$ cat src/rtl/nkm_pkg.sv
// ----------------------------------------------------------------------------
// nkm_pkg
// shared types and constants for the navigation key merger
// ----------------------------------------------------------------------------
package nkm_pkg;

   localparam int NUM_KEYS = 16;
   localparam int KEY_W    = 4;
   localparam int CSR_W    = 16;
   localparam int CSR_IDX_W = 2;

   localparam logic [KEY_W-1:0] KEY_NONE  = 4'd0;
   localparam logic [KEY_W-1:0] KEY_UP    = 4'd1;
   localparam logic [KEY_W-1:0] KEY_DOWN  = 4'd2;
   localparam logic [KEY_W-1:0] KEY_LEFT  = 4'd3;
   localparam logic [KEY_W-1:0] KEY_RIGHT = 4'd4;

   localparam logic [1:0] OP_BUTTON_DOWN = 2'd0;
   localparam logic [1:0] OP_BUTTON_UP   = 2'd1;
   localparam logic [1:0] OP_AXIS        = 2'd2;
   localparam logic [1:0] OP_TICK        = 2'd3;

   localparam logic EV_PRESS   = 1'b0;
   localparam logic EV_RELEASE = 1'b1;

   localparam logic AXIS_HORIZONTAL = 1'b0;

   localparam logic [CSR_IDX_W-1:0] CSR_FIRST_DELAY = 2'd0;
   localparam logic [CSR_IDX_W-1:0] CSR_PERIOD      = 2'd1;
   localparam logic [CSR_IDX_W-1:0] CSR_THRESHOLD   = 2'd2;

   localparam logic [CSR_W-1:0] FIRST_DELAY_RESET = 16'd500;
   localparam logic [CSR_W-1:0] PERIOD_RESET      = 16'd50;
   localparam logic [CSR_W-1:0] THRESHOLD_RESET   = 16'd9000;

   localparam logic [1:0] COUNT_MAX = 2'd3;

   typedef struct packed {
      logic [1:0]        operation;
      logic [KEY_W-1:0]  key;
      logic              axis;
      logic signed [15:0] axis_value;
      logic [31:0]       now_ms;
   } req_word_type;

   typedef struct packed {
      logic             event_kind;
      logic [KEY_W-1:0] event_key;
      logic             last;
   } rsp_word_type;

endpackage

$ cat src/rtl/nav_key_merge_autorepeat.sv
// ----------------------------------------------------------------------------
// nav_key_merge_autorepeat
// merges buttons and stick axes into key press/release words with auto-repeat
// ----------------------------------------------------------------------------
// while rsp_stall is low, the two-slot response buffer drains one word a cycle
//    and a request word is taken each cycle if each gives at most one response;
//    two responses from an axis change hold the next word until the last is taken
// an accepted word sits in the input register, then its responses in the buffer
// reset: synchronous, clears key state, repeat state and buffers, and loads
//    the default delay, period and threshold
module nav_key_merge_autorepeat (
   input  logic                            clock,
   input  logic                            reset,
   input  logic                            req_valid,
   output logic                            req_stall,
   input  nkm_pkg::req_word_type           req_word,
   output logic                            rsp_valid,
   input  logic                            rsp_stall,
   output nkm_pkg::rsp_word_type           rsp_word,
   input  logic                            csr_valid,
   output logic                            csr_ready,
   input  logic [nkm_pkg::CSR_IDX_W-1:0]   csr_index,
   input  logic [nkm_pkg::CSR_W-1:0]       csr_data
);
   import nkm_pkg::*;

   logic [CSR_W-1:0] first_delay_ff, period_ff, threshold_ff;

   logic         in_valid_ff, in_valid_in;
   req_word_type in_word_ff;

   logic [NUM_KEYS-1:0] held_ff, held_in;
   logic [1:0]          cnt_ff [NUM_KEYS];
   logic [1:0]          cnt_in [NUM_KEYS];
   logic [KEY_W-1:0]    axd_ff [2];
   logic [KEY_W-1:0]    axd_in [2];
   logic [KEY_W-1:0]    rk_ff, rk_in;
   logic [31:0]         rd_ff, rd_in;

   rsp_word_type slot0_ff, slot1_ff, slot0_in, slot1_in;
   logic [1:0]   out_cnt_ff, out_cnt_in;

   logic req_fire, rsp_fire, proc_go;

   logic [32:0] sum_first, sum_period;
   logic [31:0] due_first, due_period;
   logic [16:0] mag;
   logic [KEY_W-1:0] dir_key;

   rsp_word_type r0, r1;
   logic [1:0]   n;
   logic         do_on, do_off, found;
   logic [KEY_W-1:0] on_key, off_key;
   logic [1:0]   c;

   assign csr_ready = 1'b1;
   assign req_fire  = req_valid && !req_stall;
   assign rsp_valid = out_cnt_ff != 2'd0;
   assign rsp_word  = slot0_ff;
   assign rsp_fire  = rsp_valid && !rsp_stall;
   assign proc_go   = in_valid_ff &&
                      (out_cnt_ff == 2'd0 || (out_cnt_ff == 2'd1 && rsp_fire));
   assign req_stall = in_valid_ff && !proc_go;

   // saturating due times
   assign sum_first  = {1'b0, in_word_ff.now_ms} + {17'd0, first_delay_ff};
   assign sum_period = {1'b0, in_word_ff.now_ms} + {17'd0, period_ff};
   assign due_first  = sum_first[32] ? 32'hFFFF_FFFF : sum_first[31:0];
   assign due_period = sum_period[32] ? 32'hFFFF_FFFF : sum_period[31:0];

   // dead zone mapping
   always_comb begin
      mag = in_word_ff.axis_value[15] ? 17'(-{in_word_ff.axis_value[15], in_word_ff.axis_value})
                                      : {1'b0, in_word_ff.axis_value};
      if (mag < {1'b0, threshold_ff}) begin
         dir_key = KEY_NONE;
      end else if (in_word_ff.axis == AXIS_HORIZONTAL) begin
         dir_key = (!in_word_ff.axis_value[15] && in_word_ff.axis_value != 16'sd0)
                   ? KEY_RIGHT : KEY_LEFT;
      end else begin
         dir_key = (!in_word_ff.axis_value[15] && in_word_ff.axis_value != 16'sd0)
                   ? KEY_DOWN : KEY_UP;
      end
   end

   always_comb begin
      held_in = held_ff;
      cnt_in  = cnt_ff;
      axd_in  = axd_ff;
      rk_in   = rk_ff;
      rd_in   = rd_ff;
      r0      = '0;
      r1      = '0;
      n       = 2'd0;
      do_on   = 1'b0;
      do_off  = 1'b0;
      on_key  = KEY_NONE;
      off_key = KEY_NONE;
      found   = 1'b0;
      c       = 2'd0;

      case (in_word_ff.operation)
         OP_BUTTON_DOWN: begin
            if (in_word_ff.key != KEY_NONE && int'(in_word_ff.key) < NUM_KEYS &&
                !held_ff[in_word_ff.key]) begin
               held_in[in_word_ff.key] = 1'b1;
               do_on  = 1'b1;
               on_key = in_word_ff.key;
            end
         end
         OP_BUTTON_UP: begin
            if (in_word_ff.key != KEY_NONE && int'(in_word_ff.key) < NUM_KEYS &&
                held_ff[in_word_ff.key]) begin
               held_in[in_word_ff.key] = 1'b0;
               do_off  = 1'b1;
               off_key = in_word_ff.key;
            end
         end
         OP_AXIS: begin
            if (axd_ff[in_word_ff.axis] != dir_key) begin
               axd_in[in_word_ff.axis] = dir_key;
               do_off  = axd_ff[in_word_ff.axis] != KEY_NONE;
               off_key = axd_ff[in_word_ff.axis];
               do_on   = dir_key != KEY_NONE;
               on_key  = dir_key;
            end
         end
         default: begin
            if (rk_ff != KEY_NONE && in_word_ff.now_ms >= rd_ff) begin
               rd_in = due_period;
               r0    = '{event_kind: EV_PRESS, event_key: rk_ff, last: 1'b0};
               n     = 2'd1;
            end
         end
      endcase

      // release first, then press
      if (do_off && cnt_in[off_key] != 2'd0) begin
         cnt_in[off_key] = cnt_in[off_key] - 2'd1;
         if (cnt_in[off_key] == 2'd0) begin
            if (rk_in == off_key) begin
               rk_in = KEY_NONE;
               for (int d = int'(KEY_UP); d <= int'(KEY_RIGHT); d++) begin
                  if (!found && cnt_in[KEY_W'(d)] != 2'd0) begin
                     found = 1'b1;
                     rk_in = KEY_W'(d);
                     rd_in = due_first;
                  end
               end
            end
            r0 = '{event_kind: EV_RELEASE, event_key: off_key, last: 1'b0};
            n  = 2'd1;
         end
      end

      if (do_on) begin
         c = cnt_in[on_key];
         if (c < COUNT_MAX) begin
            cnt_in[on_key] = c + 2'd1;
         end
         if (c == 2'd0) begin
            if (on_key >= KEY_UP && on_key <= KEY_RIGHT) begin
               rk_in = on_key;
               rd_in = due_first;
            end
            if (n == 2'd0) begin
               r0 = '{event_kind: EV_PRESS, event_key: on_key, last: 1'b0};
            end else begin
               r1 = '{event_kind: EV_PRESS, event_key: on_key, last: 1'b0};
            end
            n = n + 2'd1;
         end
      end

      r0.last = n == 2'd1;
      r1.last = 1'b1;
   end

   always_comb begin
      in_valid_in = in_valid_ff;
      if (req_fire) begin
         in_valid_in = 1'b1;
      end else if (proc_go) begin
         in_valid_in = 1'b0;
      end
      slot0_in   = slot0_ff;
      slot1_in   = slot1_ff;
      out_cnt_in = out_cnt_ff;
      if (proc_go) begin
         slot0_in   = r0;
         slot1_in   = r1;
         out_cnt_in = n;
      end else if (rsp_fire) begin
         slot0_in   = slot1_ff;
         out_cnt_in = out_cnt_ff - 2'd1;
      end
   end

   always_ff @(posedge clock) begin
      if (req_fire) begin
         in_word_ff <= req_word;
      end
      slot0_ff <= slot0_in;
      slot1_ff <= slot1_in;
      if (reset) begin
         in_valid_ff    <= 1'b0;
         out_cnt_ff     <= 2'd0;
         held_ff        <= '0;
         for (int i = 0; i < NUM_KEYS; i++) begin
            cnt_ff[i] <= 2'd0;
         end
         axd_ff[0]      <= KEY_NONE;
         axd_ff[1]      <= KEY_NONE;
         rk_ff          <= KEY_NONE;
         rd_ff          <= 32'd0;
         first_delay_ff <= FIRST_DELAY_RESET;
         period_ff      <= PERIOD_RESET;
         threshold_ff   <= THRESHOLD_RESET;
      end else begin
         in_valid_ff <= in_valid_in;
         out_cnt_ff  <= out_cnt_in;
         if (proc_go) begin
            held_ff <= held_in;
            cnt_ff  <= cnt_in;
            axd_ff  <= axd_in;
            rk_ff   <= rk_in;
            rd_ff   <= rd_in;
         end
         if (csr_valid && csr_ready) begin
            case (csr_index)
               CSR_FIRST_DELAY: first_delay_ff <= csr_data;
               CSR_PERIOD:      period_ff      <= csr_data;
               CSR_THRESHOLD:   threshold_ff   <= csr_data;
               default: ;
            endcase
         end
      end
   end

   a_out_cnt_range: assert property (@(posedge clock) disable iff (reset)
      out_cnt_ff != 2'd3)
      else $error("response buffer count out of range");

   a_single_is_last: assert property (@(posedge clock) disable iff (reset)
      out_cnt_ff == 2'd1 |-> slot0_ff.last)
      else $error("lone buffered word not marked last");

   a_pair_head_not_last: assert property (@(posedge clock) disable iff (reset)
      out_cnt_ff == 2'd2 |-> !slot0_ff.last && slot1_ff.last)
      else $error("word pair marked wrongly");

   a_repeat_key_active: assert property (@(posedge clock) disable iff (reset)
      rk_ff != KEY_NONE |-> cnt_ff[rk_ff] != 2'd0)
      else $error("repeat key has no active source");

endmodule

$ cat config.mk
export PLATFORM = sky130hd
export DESIGN_NAME = nav_key_merge_autorepeat
export DESIGN_NICKNAME = d
export VERILOG_FILES = /design/src/rtl/nkm_pkg.sv /design/src/rtl/nav_key_merge_autorepeat.sv
export SDC_FILE = /design/constraint.sdc
export NUM_CORES = 1
export LEC_CHECK = 0
export BUFFER_PORTS_ARGS = -buffer_cell sky130_fd_sc_hd__buf_2
export CAP_MARGIN = 30
export CELL_PAD_IN_SITES_DETAIL_PLACEMENT = 1
export CELL_PAD_IN_SITES_GLOBAL_PLACEMENT = 1
export CORE_ASPECT_RATIO = 0.9
export CORE_MARGIN = 1
export CORE_UTILIZATION = 30
export CTS_BUF_LIST = sky130_fd_sc_hd__clkbuf_8
export CTS_CLUSTER_DIAMETER = 150
export DETAILED_ROUTE_END_ITERATION = 16
export GPL_TIMING_DRIVEN = 0
export PLACE_DENSITY = 0.57
export SLEW_MARGIN = 20
export SYNTH_ARGS = -nofsm -noshare
export SYNTH_HDL_FRONTEND = slang
export SYNTH_SLANG_ARGS = --single-unit
$ cat constraint.sdc
create_clock -name clock -period 25.4 [get_ports clock]
set_input_delay 3.81 -clock clock [delete_from_list [all_inputs] [get_ports clock]]
set_output_delay 3.81 -clock clock [all_outputs]
set_load 0.03 [all_outputs]
==> results.json <==
{
  "fp-row-count": 74,
  "cpPeakStageDelay_ns": 0.70,
  "synth.yosys.seq_area_share": 0.347,
  "cts.sink_count": 206,
  "ys_types": 100,
  "post_synth_instance_area_um2": 13800,
  "timing.max_cap.violations": 0,
  "clk-insertion-delay-late_ns": 0.64,
  "category_of_the_worst_setup_path_capture_point": "flip-flop",
  "ys_ff_latch": 206,
  "post-route-period-util": 0.413,
  "syn_nets": 1793,
  "clk_pin_slew_ns": 0.06,
  "first_global_vias": 13238,
  "floorplan.die.height_um": 205,
  "rsz0062_at_grt": "no",
  "ys.warnings.count": 0,
  "track_usage": 0.226,
  "syn_avg_cell_area_um2": 8.49,
  "max_freq_mhz": 95.3,
  "place.detailed.hpwl_um": 40200,
  "wire_per_inst_um": 22.0,
  "start_util": 0.304,
  "boundaryPins": 87,
  "maxSlewViolCount": 0,
  "period_needed_ns": 10.50,
  "sum_of_negative_setup_slack_ns": 0,
  "drt-initial-drc-count": 939,
  "data_arrival_time_of_the_critical_path_ns": 11.01,
  "routed-via-count": 13019,
  "critPathSlowestCell": "a221oi_2",
  "post_cts_buffers": 0,
  "most_common_cell_after_layout_fill_and_taps_aside": "nand2_1",
  "share_of_flip_flops_with_an_asynchronous_set_or_reset": 0,
  "finish.net_count": 1927,
  "final_antenna_net_count": 0,
  "cts_hold_buffers": 0,
  "total_leakage_power_nw": 6.19,
  "cts_resized": 0,
  "cellPowerDensity_nw_per_um2": 61.8,
  "fin_worst_skew_ns": 0.0322,
  "gr-total-overflow": 0,
  "cts-htree-levels": 2,
  "setup.reg_to_reg.worst_slack_ns": 14.90,
  "core_area_um2": 45400,
  "mostFrequentLayoutCells": "nand2_1 (208), dfxtp_1 (141), a21oi_1 (132), nor2_1 (113), inv_1 (107)",
  "grt_first_pass_wirelength_um": 80900,
  "layout-drive-gt1-share": 0.146,
  "worst_hold_path.num_cells": 2,
  "r2r_cells": 38,
  "drc_markers": 0,
  "critical_path.startpoint_type": "flip-flop",
  "clk_path_buf_depth": 3,
  "detail_route.vias_per_cell": 5.43,
  "netlist_instances": 1622,
  "tightestPinTransition_ns": 1.01,
  "place_congestion": 0.943,
  "crit_path_max_fanout": 10,
  "drt_wl_total_um": 52700,
  "ys_dominant_reg_cell": "dfxtp_1",
  "number_of_antenna_violations_at_the_first_check_in_global_routing": 0,
  "fp.dieW_um": 228,
  "post_dp_cell_area_um2": 15000,
  "design.die.area_um2": 46800,
  "synth-edff-count": 65,
  "pwr-share-comb": 0.228,
  "timing.critical_path.required_ns": 25.92,
  "cts-buffers-inserted": 41,
  "drt-pass1-iter-count": 7,
  "cts_tree": "done",
  "clock_power_share": 0.386,
  "internal_power_mw": 0.651,
  "final_cell_area_um2": 15900,
  "swShare": 0.340,
  "cts_root_buf": "clkbuf_8",
  "report.final.setup_viol": 0,
  "grt_start_max_net_pins": 30,
  "max-vdd-ir-drop_v": 0.0000366,
  "worst_min_delay_path_category": "reg2reg",
  "slew-limit-headroom": 0.324,
  "area_growth_pct": 15.8,
  "seq_power_share": 0.386,
  "timing.final.hold_violations": 0,
  "run_status": "complete, no violations",
  "critPathKind": "reg2reg",
  "place.port_buffers": 85,
  "p_switching_mw": 0.335
}
-- per-stage QoR --
step	hold WS (ns)	total power, mW	setup slack (ns)	cells	utilization
after floorplan	0.433	0.528	17.23	1622	-
after global placement	0.445	0.605	14.85	2315	0.330
after detailed placement	0.456	0.610	15.04	2320	0.331
after CTS	0.466	0.999	14.97	2396	0.351
after global routing	0.484	1.04	14.27	2397	0.351
final	0.460	0.985	14.90	2398	0.352
-- cells by family after synthesis --
group | synth area share
other cells | 0.000272
simple gates | 0.200
flops | 0.347
fa+ha+maj | 0.0856
xor+xnor | 0.0337
compound gates | 0.219
mux | 0.0579
buf+inv | 0.0577
-- flip-flops by register name (all words and copies together), names as in the netlist, named ones only --
| register | flops |
|---|---|
| period_ff | 16 |
| in_valid_ff | 1 |
| cnt_ff | 32 |
| in_word_ff | 55 |
| slot1_ff | 4 |
| rd_ff | 32 |
| threshold_ff | 16 |
| out_cnt_ff | 2 |
| axd_ff | 6 |
| rk_ff | 4 |
| first_delay_ff | 16 |
| rsp_word | 6 |
-- worst paths after layout --
check	start	to
min	rd_ff[20]	rd_ff[20]
max	in_word_ff[37]	rd_ff[28]
min reg2reg	rd_ff[20]	rd_ff[20]
max reg2reg	in_word_ff[37]	rd_ff[28]
-- critical path: cells and delay by family (launching register included) --
| kind | cells | cell delay [ns] |
|---|---|---|
| AO/OA/AOI/OAI | 16 | 4.07 |
| adder cells (fa/ha/maj) | 3 | 0.80 |
| AND/OR/NAND/NOR | 11 | 2.76 |
| buffers and inverters | 7 | 2.15 |
| XOR/XNOR | 1 | 0.18 |
| flip-flops | 1 | 0.42 |
-- cell usage after synthesis (all sizes together), types with 29 or more instances --
| master | instances | area share |
|---|---|---|
| nand2 | 208 | 0.057 |
| dfxtp | 141 | 0.20 |
| a21oi | 136 | 0.051 |
| nor2 | 115 | 0.032 |
| inv | 98 | 0.027 |
| ha | 91 | 0.083 |
| o21ai | 86 | 0.031 |
| edfxtp | 65 | 0.14 |
| nand3 | 65 | 0.024 |
| clkbuf | 61 | 0.017 |
| xnor2 | 47 | 0.030 |
| mux2i | 46 | 0.033 |
| nor3 | 35 | 0.014 |
| and3 | 31 | 0.014 |
| buf | 29 | 0.014 |
-- power groups by stage --
stage | clock network [mW] | logic, mW | registers, mW
2_1_floorplan | 0 | 0.144 | 0.384
3_3_place_gp | 0 | 0.217 | 0.387
3_5_place_dp | 0 | 0.223 | 0.387
4_1_cts | 0.395 | 0.225 | 0.380
5_1_grt | 0.409 | 0.246 | 0.383
6_report | 0.380 | 0.225 | 0.380
-- cell type report --
class | count | area (µm²)
fill | 5468 | 29400
multi-input combinational | 1228 | 8230
sequential | 206 | 4770
tap | 608 | 761
clock buffer | 50 | 688
timing repair buffer | 91 | 483
buffer | 90 | 427
inverter | 98 | 368
clock inverter | 26 | 214
antenna | 1 | 2.50
-- layer usage --
layer / GRT usage / vias to the layer above / wire (µm)
li1: - / 6189 / -
met1: 0.316 / 6393 / 25500
met2: 0.350 / 362 / 22800
met3: 0.0406 / 75 / 3150
met4: 0.0721 / 0 / 1240
met5: 0 / - / 0
No activity file was read; power rests on OpenSTA's default activity.
